`config.mk`:
```
export PLATFORM = sky130hd
export DESIGN_NAME = servo_slew_rate_limiter_unit_flat
export DESIGN_NICKNAME = d
export VERILOG_FILES = /design/src/rtl/slr_pkg.sv /design/src/rtl/slr_in_if.sv /design/src/rtl/slr_out_if.sv /design/src/rtl/servo_slew_rate_limiter_unit.sv /design/src/rtl/slr_step_pipe.sv /design/src/rtl/slr_angle_track.sv /design/src/flat_wrapper.sv
export VERILOG_INCLUDE_DIRS = /design/src /design/src/rtl
export SDC_FILE = /design/constraint.sdc
export NUM_CORES = 2
export LEC_CHECK = 0
export BUFFER_PORTS_ARGS = -buffer_cell sky130_fd_sc_hd__buf_2
export CAP_MARGIN = 20
export CORE_MARGIN = 2
export CORE_UTILIZATION = 60
export DETAILED_ROUTE_END_ITERATION = 8
export PLACE_DENSITY = 0.79
export SYNTH_ARGS = -nofsm -noshare
export SYNTH_HDL_FRONTEND = slang
export SYNTH_HIERARCHICAL = 1
export SYNTH_SLANG_ARGS = --single-unit
```
`constraint.sdc`:
```
create_clock -name clk -period 11.8 [get_ports clk]
set_clock_uncertainty 0.2 [all_clocks]
set_input_delay 1.18 -clock clk [delete_from_list [all_inputs] [get_ports clk]]
set_output_delay 1.18 -clock clk [all_outputs]
set_load 0.02 [all_outputs]
```
`src/rtl/assert_macros.svh`:
```
// assertion helpers included by servo_slew_rate_limiter_unit
`ifndef ASSERT_MACROS_SVH
`define ASSERT_MACROS_SVH

// checked only while out of reset
`define SLR_ASSERT(lbl, prop, msg) \
	lbl: assert property (@(posedge clk) disable iff (!arst_n) prop) else $error(msg);

// checked at every edge, reset included
`define SLR_ASSERT_ALWAYS(lbl, prop, msg) \
	lbl: assert property (@(posedge clk) prop) else $error(msg);

`endif

```
`src/rtl/slr_pkg.sv`:
```
package slr_pkg;

	localparam int ANGLE_W = 8;
	localparam int RATE_W  = 16;
	localparam int TIME_W  = 32;
	localparam int REM_W   = 20;
	localparam int EQ_W    = 13;
	localparam int Q2_W    = 16;
	localparam int A_W     = RATE_W + EQ_W;
	localparam int Y_W     = RATE_W + REM_W;

	localparam logic [ANGLE_W-1:0] MAX_ANGLE   = 8'd180;
	localparam logic [ANGLE_W-1:0] ANGLE_RESET = 8'd90;
	// one above the largest step, enough to flag saturation
	localparam logic [ANGLE_W-1:0] Q_SAT       = 8'd181;

	localparam logic [REM_W:0] MICRO = 21'd1000000;

	// 1e6 = 64 * 15625; divide by 15625 through a reciprocal
	localparam int PRE_SHIFT = 6;
	localparam int K1 = 40;
	localparam logic [26:0] RECIP1 = 27'd70368745;
	localparam int K2 = 44;
	localparam logic [30:0] RECIP2 = 31'd1125899907;

	// one step of work handed from the quotient pipe to the tracker
	typedef struct packed {
		logic                 valid;
		logic                 apply;
		logic [ANGLE_W-1:0]   target;
		logic [ANGLE_W-1:0]   qsat;
		logic [REM_W-1:0]     rem;
	} slr_step_t;

	function automatic logic [ANGLE_W-1:0] clamp_angle(input logic [ANGLE_W-1:0] v);
		clamp_angle = (v > MAX_ANGLE) ? MAX_ANGLE : v;
	endfunction

endpackage

```
`src/rtl/slr_in_if.sv`:
```
interface slr_in_if;
	logic                           valid;
	logic                           ready;
	logic [slr_pkg::ANGLE_W-1:0]    target_angle;
	logic [slr_pkg::RATE_W-1:0]     rate_dps;
	logic [slr_pkg::TIME_W-1:0]     time_us;

	modport source (output valid, output target_angle, output rate_dps, output time_us,
		input ready);
	modport sink (input valid, input target_angle, input rate_dps, input time_us,
		output ready);
endinterface

```
`src/rtl/slr_out_if.sv`:
```
interface slr_out_if;
	logic                           valid;
	logic                           ready;
	logic [slr_pkg::ANGLE_W-1:0]    angle;
	logic                           applied;

	modport source (output valid, output angle, output applied, input ready);
	modport sink (input valid, input angle, input applied, output ready);
endinterface

```
`src/rtl/servo_slew_rate_limiter_unit.sv`:
```
// servo slew-rate limiter
// request channel: target_angle, rate_dps and a free-running microsecond
// time_us stamp; result channel: the new angle and an applied flag.
// cfg_we/cfg_wdata load the servo angle (start angle, clamped to 180) at once;
// write it only while no request is in flight.
// the first request after reset only records its timestamp (applied = 0),
// as does any request whose timestamp equals the previous one.
// throughput: one request per cycle, sustained while the result side is not stalled.
// six stages split rate * elapsed into whole degrees and millionths with
// reciprocal multiplies, and the result register applies the residual and
// moves the angle.
// reset: angle returns to 90, residual and timestamp history clear and the
// pipe empties.
// a stalled result holds the whole pipe and drops request.ready in the same
// cycle; nothing is lost or repeated.
module servo_slew_rate_limiter_unit (
	input  logic                        clk,
	input  logic                        arst_n,
	input  logic                        cfg_we,
	input  logic [slr_pkg::ANGLE_W-1:0] cfg_wdata,
	slr_in_if.sink                      request,
	slr_out_if.source                   result
);

	`include "assert_macros.svh"

	logic               adv;
	slr_pkg::slr_step_t step;

	slr_step_pipe u_pipe (
		.clk     (clk),
		.arst_n  (arst_n),
		.adv     (adv),
		.request (request),
		.step    (step)
	);

	slr_angle_track u_track (
		.clk       (clk),
		.arst_n    (arst_n),
		.cfg_we    (cfg_we),
		.cfg_wdata (cfg_wdata),
		.step      (step),
		.adv       (adv),
		.result    (result)
	);

	// checks
	`SLR_ASSERT(a_angle_range, result.valid |-> (result.angle <= slr_pkg::MAX_ANGLE), "angle above limit")
	`SLR_ASSERT(a_stall_holds, (result.valid && !result.ready) |-> !request.ready, "request taken during stall")
	`SLR_ASSERT_ALWAYS(a_reset_empty, !arst_n |=> !result.valid, "result valid in reset")

endmodule

```
`src/rtl/slr_step_pipe.sv`:
```
module slr_step_pipe (
	input  logic              clk,
	input  logic              arst_n,
	input  logic              adv,
	slr_in_if.sink            request,
	output slr_pkg::slr_step_t step
);

	// stage valids
	logic v_s1, v_s2, v_s3, v_s4, v_s5, v_s6;
	logic ap_s1, ap_s2, ap_s3, ap_s4, ap_s5, ap_s6;
	logic [slr_pkg::ANGLE_W-1:0] tg_s1, tg_s2, tg_s3, tg_s4, tg_s5, tg_s6;

	logic [slr_pkg::RATE_W-1:0]  rate_s1, rate_s2, rate_s3;
	logic [slr_pkg::TIME_W-1:0]  el_s1, el_s2;
	logic [slr_pkg::EQ_W-1:0]    eq_s2;
	logic [slr_pkg::REM_W-1:0]   er_s3;
	logic [slr_pkg::A_W-1:0]     a_s3, a_s4, a_s5;
	logic [slr_pkg::Y_W-1:0]     y_s4, y_s5;
	logic [slr_pkg::Q2_W-1:0]    q2_s5;
	logic [slr_pkg::ANGLE_W-1:0] qsat_s6;
	logic [slr_pkg::REM_W-1:0]   rem_s6;

	logic                        started_q;
	logic [slr_pkg::TIME_W-1:0]  prev_time_q;

	logic                        take;
	logic [slr_pkg::TIME_W-1:0]  elapsed;
	logic [52:0]                 prod1;
	logic [39:0]                 eqm;
	logic [60:0]                 prod2;
	logic [35:0]                 q2m;
	logic [slr_pkg::A_W:0]       qtot;

	assign request.ready = adv;
	assign take = request.valid && adv;

	// time since the previous request, wraps mod 2^32
	assign elapsed = request.time_us - prev_time_q;

	// quotient estimates by reciprocal multiply
	assign prod1 = 53'(el_s1[slr_pkg::TIME_W-1:slr_pkg::PRE_SHIFT]) * 53'(slr_pkg::RECIP1);
	assign eqm   = 40'(eq_s2) * 40'(slr_pkg::MICRO);
	assign prod2 = 61'(y_s4[slr_pkg::Y_W-1:slr_pkg::PRE_SHIFT]) * 61'(slr_pkg::RECIP2);
	assign q2m   = 36'(q2_s5) * 36'(slr_pkg::MICRO);
	assign qtot  = {1'b0, a_s5} + (slr_pkg::A_W+1)'(q2_s5);

	// timestamp history and first-request tracking
	always_ff @(posedge clk or negedge arst_n) begin
		if (!arst_n) begin
			started_q   <= 1'b0;
			prev_time_q <= '0;
		end else if (take) begin
			started_q   <= 1'b1;
			prev_time_q <= request.time_us;
		end
	end

	// stage valids
	always_ff @(posedge clk or negedge arst_n) begin
		if (!arst_n) begin
			v_s1 <= 1'b0;
			v_s2 <= 1'b0;
			v_s3 <= 1'b0;
			v_s4 <= 1'b0;
			v_s5 <= 1'b0;
			v_s6 <= 1'b0;
		end else if (adv) begin
			v_s1 <= request.valid;
			v_s2 <= v_s1;
			v_s3 <= v_s2;
			v_s4 <= v_s3;
			v_s5 <= v_s4;
			v_s6 <= v_s5;
		end
	end

	// datapath stages
	always_ff @(posedge clk) begin
		if (adv) begin
			ap_s1   <= started_q && (elapsed != '0);
			tg_s1   <= slr_pkg::clamp_angle(request.target_angle);
			rate_s1 <= request.rate_dps;
			el_s1   <= elapsed;

			ap_s2   <= ap_s1;
			tg_s2   <= tg_s1;
			rate_s2 <= rate_s1;
			el_s2   <= el_s1;
			eq_s2   <= prod1[slr_pkg::K1 +: slr_pkg::EQ_W];

			ap_s3   <= ap_s2;
			tg_s3   <= tg_s2;
			rate_s3 <= rate_s2;
			er_s3   <= el_s2[slr_pkg::REM_W-1:0] - eqm[slr_pkg::REM_W-1:0];
			a_s3    <= slr_pkg::A_W'(rate_s2) * slr_pkg::A_W'(eq_s2);

			ap_s4   <= ap_s3;
			tg_s4   <= tg_s3;
			a_s4    <= a_s3;
			y_s4    <= slr_pkg::Y_W'(rate_s3) * slr_pkg::Y_W'(er_s3);

			ap_s5   <= ap_s4;
			tg_s5   <= tg_s4;
			a_s5    <= a_s4;
			y_s5    <= y_s4;
			q2_s5   <= prod2[slr_pkg::K2 +: slr_pkg::Q2_W];

			ap_s6   <= ap_s5;
			tg_s6   <= tg_s5;
			rem_s6  <= y_s5[slr_pkg::REM_W-1:0] - q2m[slr_pkg::REM_W-1:0];
			qsat_s6 <= (qtot > (slr_pkg::A_W+1)'(slr_pkg::Q_SAT)) ? slr_pkg::Q_SAT
				: qtot[slr_pkg::ANGLE_W-1:0];
		end
	end

	assign step.valid  = v_s6;
	assign step.apply  = ap_s6;
	assign step.target = tg_s6;
	assign step.qsat   = qsat_s6;
	assign step.rem    = rem_s6;

endmodule

```
`src/rtl/slr_angle_track.sv`:
```
module slr_angle_track (
	input  logic                        clk,
	input  logic                        arst_n,
	input  logic                        cfg_we,
	input  logic [slr_pkg::ANGLE_W-1:0] cfg_wdata,
	input  slr_pkg::slr_step_t          step,
	output logic                        adv,
	slr_out_if.source                   result
);

	logic [slr_pkg::ANGLE_W-1:0] cur_q;
	logic [slr_pkg::REM_W-1:0]   residual_q;
	logic                        valid_q;
	logic [slr_pkg::ANGLE_W-1:0] angle_q;
	logic                        applied_q;

	logic [slr_pkg::REM_W:0]     sum_r;
	logic                        carry;
	logic [slr_pkg::REM_W-1:0]   rem_next;
	logic [slr_pkg::ANGLE_W:0]   whole;
	logic [slr_pkg::ANGLE_W-1:0] step_deg;
	logic [slr_pkg::ANGLE_W-1:0] diff;
	logic [slr_pkg::ANGLE_W-1:0] next_angle;
	logic                        upward;
	logic                        fire;

	// pipe moves whenever the result register is free or being drained
	assign adv  = !valid_q || result.ready;
	assign fire = adv && step.valid;

	// fold new remainder into residual, carry a whole degree out
	assign sum_r    = {1'b0, residual_q} + {1'b0, step.rem};
	assign carry    = sum_r >= slr_pkg::MICRO;
	assign rem_next = carry ? slr_pkg::REM_W'(sum_r - slr_pkg::MICRO)
		: sum_r[slr_pkg::REM_W-1:0];
	assign whole    = {1'b0, step.qsat} + {{slr_pkg::ANGLE_W{1'b0}}, carry};
	assign step_deg = (whole > {1'b0, slr_pkg::MAX_ANGLE}) ? slr_pkg::MAX_ANGLE
		: whole[slr_pkg::ANGLE_W-1:0];

	// move toward target by at most one step
	assign upward = step.target > cur_q;
	assign diff   = upward ? step.target - cur_q : cur_q - step.target;
	always_comb begin
		if (diff > step_deg) begin
			next_angle = upward ? cur_q + step_deg : cur_q - step_deg;
		end else begin
			next_angle = step.target;
		end
	end

	// angle and residual state
	always_ff @(posedge clk or negedge arst_n) begin
		if (!arst_n) begin
			cur_q      <= slr_pkg::ANGLE_RESET;
			residual_q <= '0;
			valid_q    <= 1'b0;
		end else begin
			if (cfg_we) begin
				cur_q <= slr_pkg::clamp_angle(cfg_wdata);
			end else if (fire && step.apply) begin
				cur_q      <= next_angle;
				residual_q <= rem_next;
			end
			if (adv) begin
				valid_q <= step.valid;
			end
		end
	end

	// result payload
	always_ff @(posedge clk) begin
		if (fire) begin
			angle_q   <= step.apply ? next_angle : cur_q;
			applied_q <= step.apply;
		end
	end

	assign result.valid   = valid_q;
	assign result.angle   = angle_q;
	assign result.applied = applied_q;

endmodule

```
`src/flat_wrapper.sv`:
```
// flat-port wrapper written by rule: the top's interface ports become plain ports
module servo_slew_rate_limiter_unit_flat 
  (clk, arst_n, cfg_we, cfg_wdata, request_valid, request_target_angle, request_rate_dps, request_time_us, request_ready, result_valid, result_angle, result_applied, result_ready);
  slr_in_if request_i ();
  slr_out_if result_i ();
  input  logic clk;
  input  logic arst_n;
  input  logic cfg_we;
  input  logic [slr_pkg::ANGLE_W-1:0] cfg_wdata;
  input wire logic [$bits(request_i.valid)-1:0] request_valid;
  input wire logic [$bits(request_i.target_angle)-1:0] request_target_angle;
  input wire logic [$bits(request_i.rate_dps)-1:0] request_rate_dps;
  input wire logic [$bits(request_i.time_us)-1:0] request_time_us;
  output wire logic [$bits(request_i.ready)-1:0] request_ready;
  output wire logic [$bits(result_i.valid)-1:0] result_valid;
  output wire logic [$bits(result_i.angle)-1:0] result_angle;
  output wire logic [$bits(result_i.applied)-1:0] result_applied;
  input wire logic [$bits(result_i.ready)-1:0] result_ready;
  assign request_i.valid = request_valid;
  assign request_i.target_angle = request_target_angle;
  assign request_i.rate_dps = request_rate_dps;
  assign request_i.time_us = request_time_us;
  assign request_ready = request_i.ready;
  assign result_valid = result_i.valid;
  assign result_angle = result_i.angle;
  assign result_applied = result_i.applied;
  assign result_i.ready = result_ready;
  servo_slew_rate_limiter_unit u_core (.clk(clk), .arst_n(arst_n), .cfg_we(cfg_we), .cfg_wdata(cfg_wdata), .request(request_i), .result(result_i));
endmodule
```
==> summary.md <==
| Metric | Value |
|---|---|
| Io pins | `80` |
| Core Region | `104,000 um^2` |
| Final setup viols | `0` |
| Mean post-synth cell area | `around 10 um^2` |
| Synth top area share | `31.2%` |
| Vias per cell | `approximately 5.6` |
| DR top layer | `met4` |
| Required time worst endpoint | `between 10 and 15 ns` |
| Layout cells sized above 1 | `under 10%` |
| DR WL met3 | `about 7.6 mm` |
| Antenna Cells | `0` |
| Setup bufs post-CTS | `0` |
| First-pass GRT wire length | `between 200 and 250 mm` |
| Post-Route WL | `143 mm` |
| Cells after Synth | `6,019` |
| Seq/Total Area, Yosys | `21.0%` |
| Slew @ Worst Pin | `1.09 ns` |
| Largest area contributor in the netlist | `fa_1` |
| Critical path peak fanout | `8` |
| Htree depth | `2` |
| DR iter-0 viols | `~2,400` |
| Clk slew on worst S/H paths | `0.07 ns` |
| Largest net degree at the start of global routing | `around 160` |
| CP most frequent cell | `fa_1` |
| Max Fclk | `~110 MHz` |
| RSZ-0062 raised after global routing | `false` |
| Post-Synth XOR/XNOR Area | `about 2.8%` |
| Filler cells | `roughly 8,000` |
| Critical Path, Cell by Cell | `inv_1 > fa_1 > fa_1 > fa_1 > inv_1 > fa_1 > inv_1 > fa_1 > inv_1 > fa_1 > fa_1 > fa_1 > ha_1 > nand2_1 > o21ai_0 > o2111ai_1 > a2111oi_0 > nor3_1 > o211ai_1 > a31oi_1 > o211ai_1 > a31oi_1 > xnor2_1` |
| Library cells used by synthesis | `93` |
| Die Width | `roughly 330 um` |
| Compound-Gate Fraction of Synth Area | `~7.0%` |
| Ys Warns | `6` |
| TNS Setup | `0 ns` |
| Hold Buf Count CTS | `0` |
| Run status | `completed` |
| IO Port Bufs | `79` |
| EDFF count, synth | `383` |
| CP arrival | `8.99 ns` |
| Row Count | `around 120` |
| Synthesized flop and latch total | `451` |
| Clock latency on the worst-skew pair | `~0.63 ns` |
| DR DRC count | `0` |
| Hold slack | `around 0.21 ns` |
| Met1 wire length | `~59 mm` |
| Max Cap Violations | `0` |
| CP max-delay cell | `a2111oi_0` |
| Root Buffer | `clkbuf_16` |
| # resized after CTS | `0` |
| Initial DRT Pass Iterations | `9` |
| GR Overflow Total | `0` |
| Combinational family with the most area after synthesis | `adder cells` |
| Worst slew margin | `about 27%` |
| Final critical path time including I/O delays and setup | `8.83 ns` |
| Nets@finish | `8,051` |
| TritonCTS Buffers | `52` |
| Vias in the first global route | `between 40,000 and 50,000` |
| Synth Area in Simple Gates | `under 10%` |
| Routed wl met2 | `between 60 and 70 mm` |
| WP buf/inv | `4` |
| Starting Density | `60.6%` |
| Clock Path Buffers | `3` |
| Crit start category | `flop` |
| Top post-synthesis cells by area | `fa_1 31%, ha_1 19%, edfxtp_1 18%` |
| Dpl cell area | `about 65,000 um^2` |
| Routed wire per std cell | `19.2 um` |
| Die area | `approximately 110,000 um^2` |
| Routed Antenna Nets | `0` |
| DP Wirelength | `120 mm` |
| Dominant synthesized flop cell | `edfxtp_1` |
| Adder-cell share of the synthesized area | `about half` |
| Area growth, synth to finish | `6.01%` |
| Mapped cell area | `62,900 um^2` |
| CP Class | `flop to flop` |
| Slew Viols, Final | `0` |
| Via count | `about 42,000` |
| Syn Nets | `~8,000` |
| Design Area, Final | `about 67,000 um^2` |
| Crit path capture type | `flop` |
| Largest delay share family, worst path | `adder cells` |
| Hold Fails Final Rpt | `0` |
| Die H | `around 330 um` |
| Period utilization | `about 75%` |
| CP max stage delay | `0.71 ns` |
| CTS tree | `yes` |
| Mux share of post-synthesis cell area | `1.11%` |
| GR Util All Layers | `approximately 28%` |
| Hold crit path type | `input pin to async pin` |
| Placer Congestion | `0.994` |
| Ys async rst share | `15.1%` |
| Sink Count | `451` |
| Antenna violations before repair | `0` |
-- cell usage after synthesis (26+ instances only) --
cell type and instances:
a21o_1 70, a21oi_1 188, and2_1 204, clkbuf_1 112, dfrtp_1 64, edfxtp_1 383
fa_1 980, ha_1 948, inv_1 1481, mux2_2 43, nand2_1 478, nand2b_1 30
nand3_1 34, nand4_1 27, nor2_1 147, nor2b_1 26, nor3_1 45, o21a_1 31
o21ai_0 134, xnor2_1 139, xor2_1 65
-- layout make-up --
class	count	area (um^2)	share of cell area, %
clock buffer	61	1370	2.05
clock inverter	34	554	0.831
inverter	1482	5560	8.34
multi-input combinational	3966	43700	65.5
sequential	451	13200	19.8
tap	1380	1730	2.59
timing repair buffer	101	596	0.893
-- metrics by stage --
step | setup WS [ns] | utilization, % | std cells
2_1_floorplan | 3.86 | - | 6019
3_3_place_gp | 3.31 | 62.4 | 7378
3_5_place_dp | 3.02 | 62.4 | 7378
4_1_cts | 2.97 | 64.2 | 7473
5_1_grt | 2.59 | 64.3 | 7475
6_report | 2.97 | 64.3 | 7475
-- sequential cells by signal, indices dropped and copies added (netlist names), 16 cells and up --
register                   flops
u_core/u_pipe/a_s3            29
u_core/u_pipe/a_s4            29
u_core/u_pipe/a_s5            29
u_core/u_pipe/el_s1           32
u_core/u_pipe/el_s2           20
u_core/u_pipe/er_s3           20
u_core/u_pipe/prev_time_q     32
u_core/u_pipe/q2_s5           16
u_core/u_pipe/rate_s1         16
u_core/u_pipe/rate_s2         16
u_core/u_pipe/rate_s3         16
u_core/u_pipe/rem_s6          20
u_core/u_pipe/y_s4            36
u_core/u_pipe/y_s5            20
u_core/u_track/residual_q     20
-- worst paths after layout --
path	slack, ns	to	cells after the start	startpoint
worst max-delay path	2.97	u_core/u_pipe/q2_s5[15]	23	u_core/u_pipe/y_s4[18]
worst min-delay path	0.21	u_core/u_track/residual_q[17]	1	arst_n
worst max register to register	2.97	u_core/u_pipe/q2_s5[15]	23	u_core/u_pipe/y_s4[18]
worst min register to register	0.21	u_core/u_pipe/tg_s4[1]	0	u_core/u_pipe/tg_s3[1]
max in group asynchronous	10.15	u_core/u_pipe/prev_time_q[23]	2	arst_n
min in group clk	0.21	u_core/u_pipe/tg_s4[1]	0	u_core/u_pipe/tg_s3[1]
-- placed cells by master, fill, tap and decap left out, types with 70 or more instances in the layout --
| cell | n |
|---|---|
| edfxtp_1 | 383 |
| and2_1 | 204 |
| buf_2 | 78 |
| xnor2_1 | 139 |
| inv_1 | 1481 |
| ha_1 | 948 |
| a21oi_1 | 188 |
| fa_1 | 980 |
| o21ai_0 | 134 |
| nor2_1 | 147 |
| nand2_1 | 478 |
| a21o_1 | 70 |
-- worst reg2reg max path: cells and delay by family (launching register included) --
kind | cells | cell delay [ns]
adder cells (fa/ha/maj) | 9 | 4.39
buffers and inverters | 4 | 0.29
AO/OA/AOI/OAI | 7 | 2.62
XOR/XNOR | 1 | 0.14
flip-flops | 1 | 0.65
AND/OR/NAND/NOR | 2 | 0.28
-- kinds of logic (layout without fill, tap and decap cells) --
family	Yosys count	after routing
compound gates	670	670
xor+xnor	204	204
fa+ha+maj	1928	1928
simple gates	1100	1100
buf+inv	1602	1678
mux	64	64
flops	451	451
-- per-layer routing --
| metal | global-route usage [%] | vias up |
|---|---|---|
| met5 | 0 | - |
| met4 | 11.7 | 0 |
| met3 | 3.71 | 310 |
| met2 | 46.7 | 1210 |
| met1 | 36.5 | 21000 |
| li1 | - | 19200 |
Power is left out: the tool's default activity adds up to more than one toggle a clock period on the data nets, which glitch-free logic cannot reach.
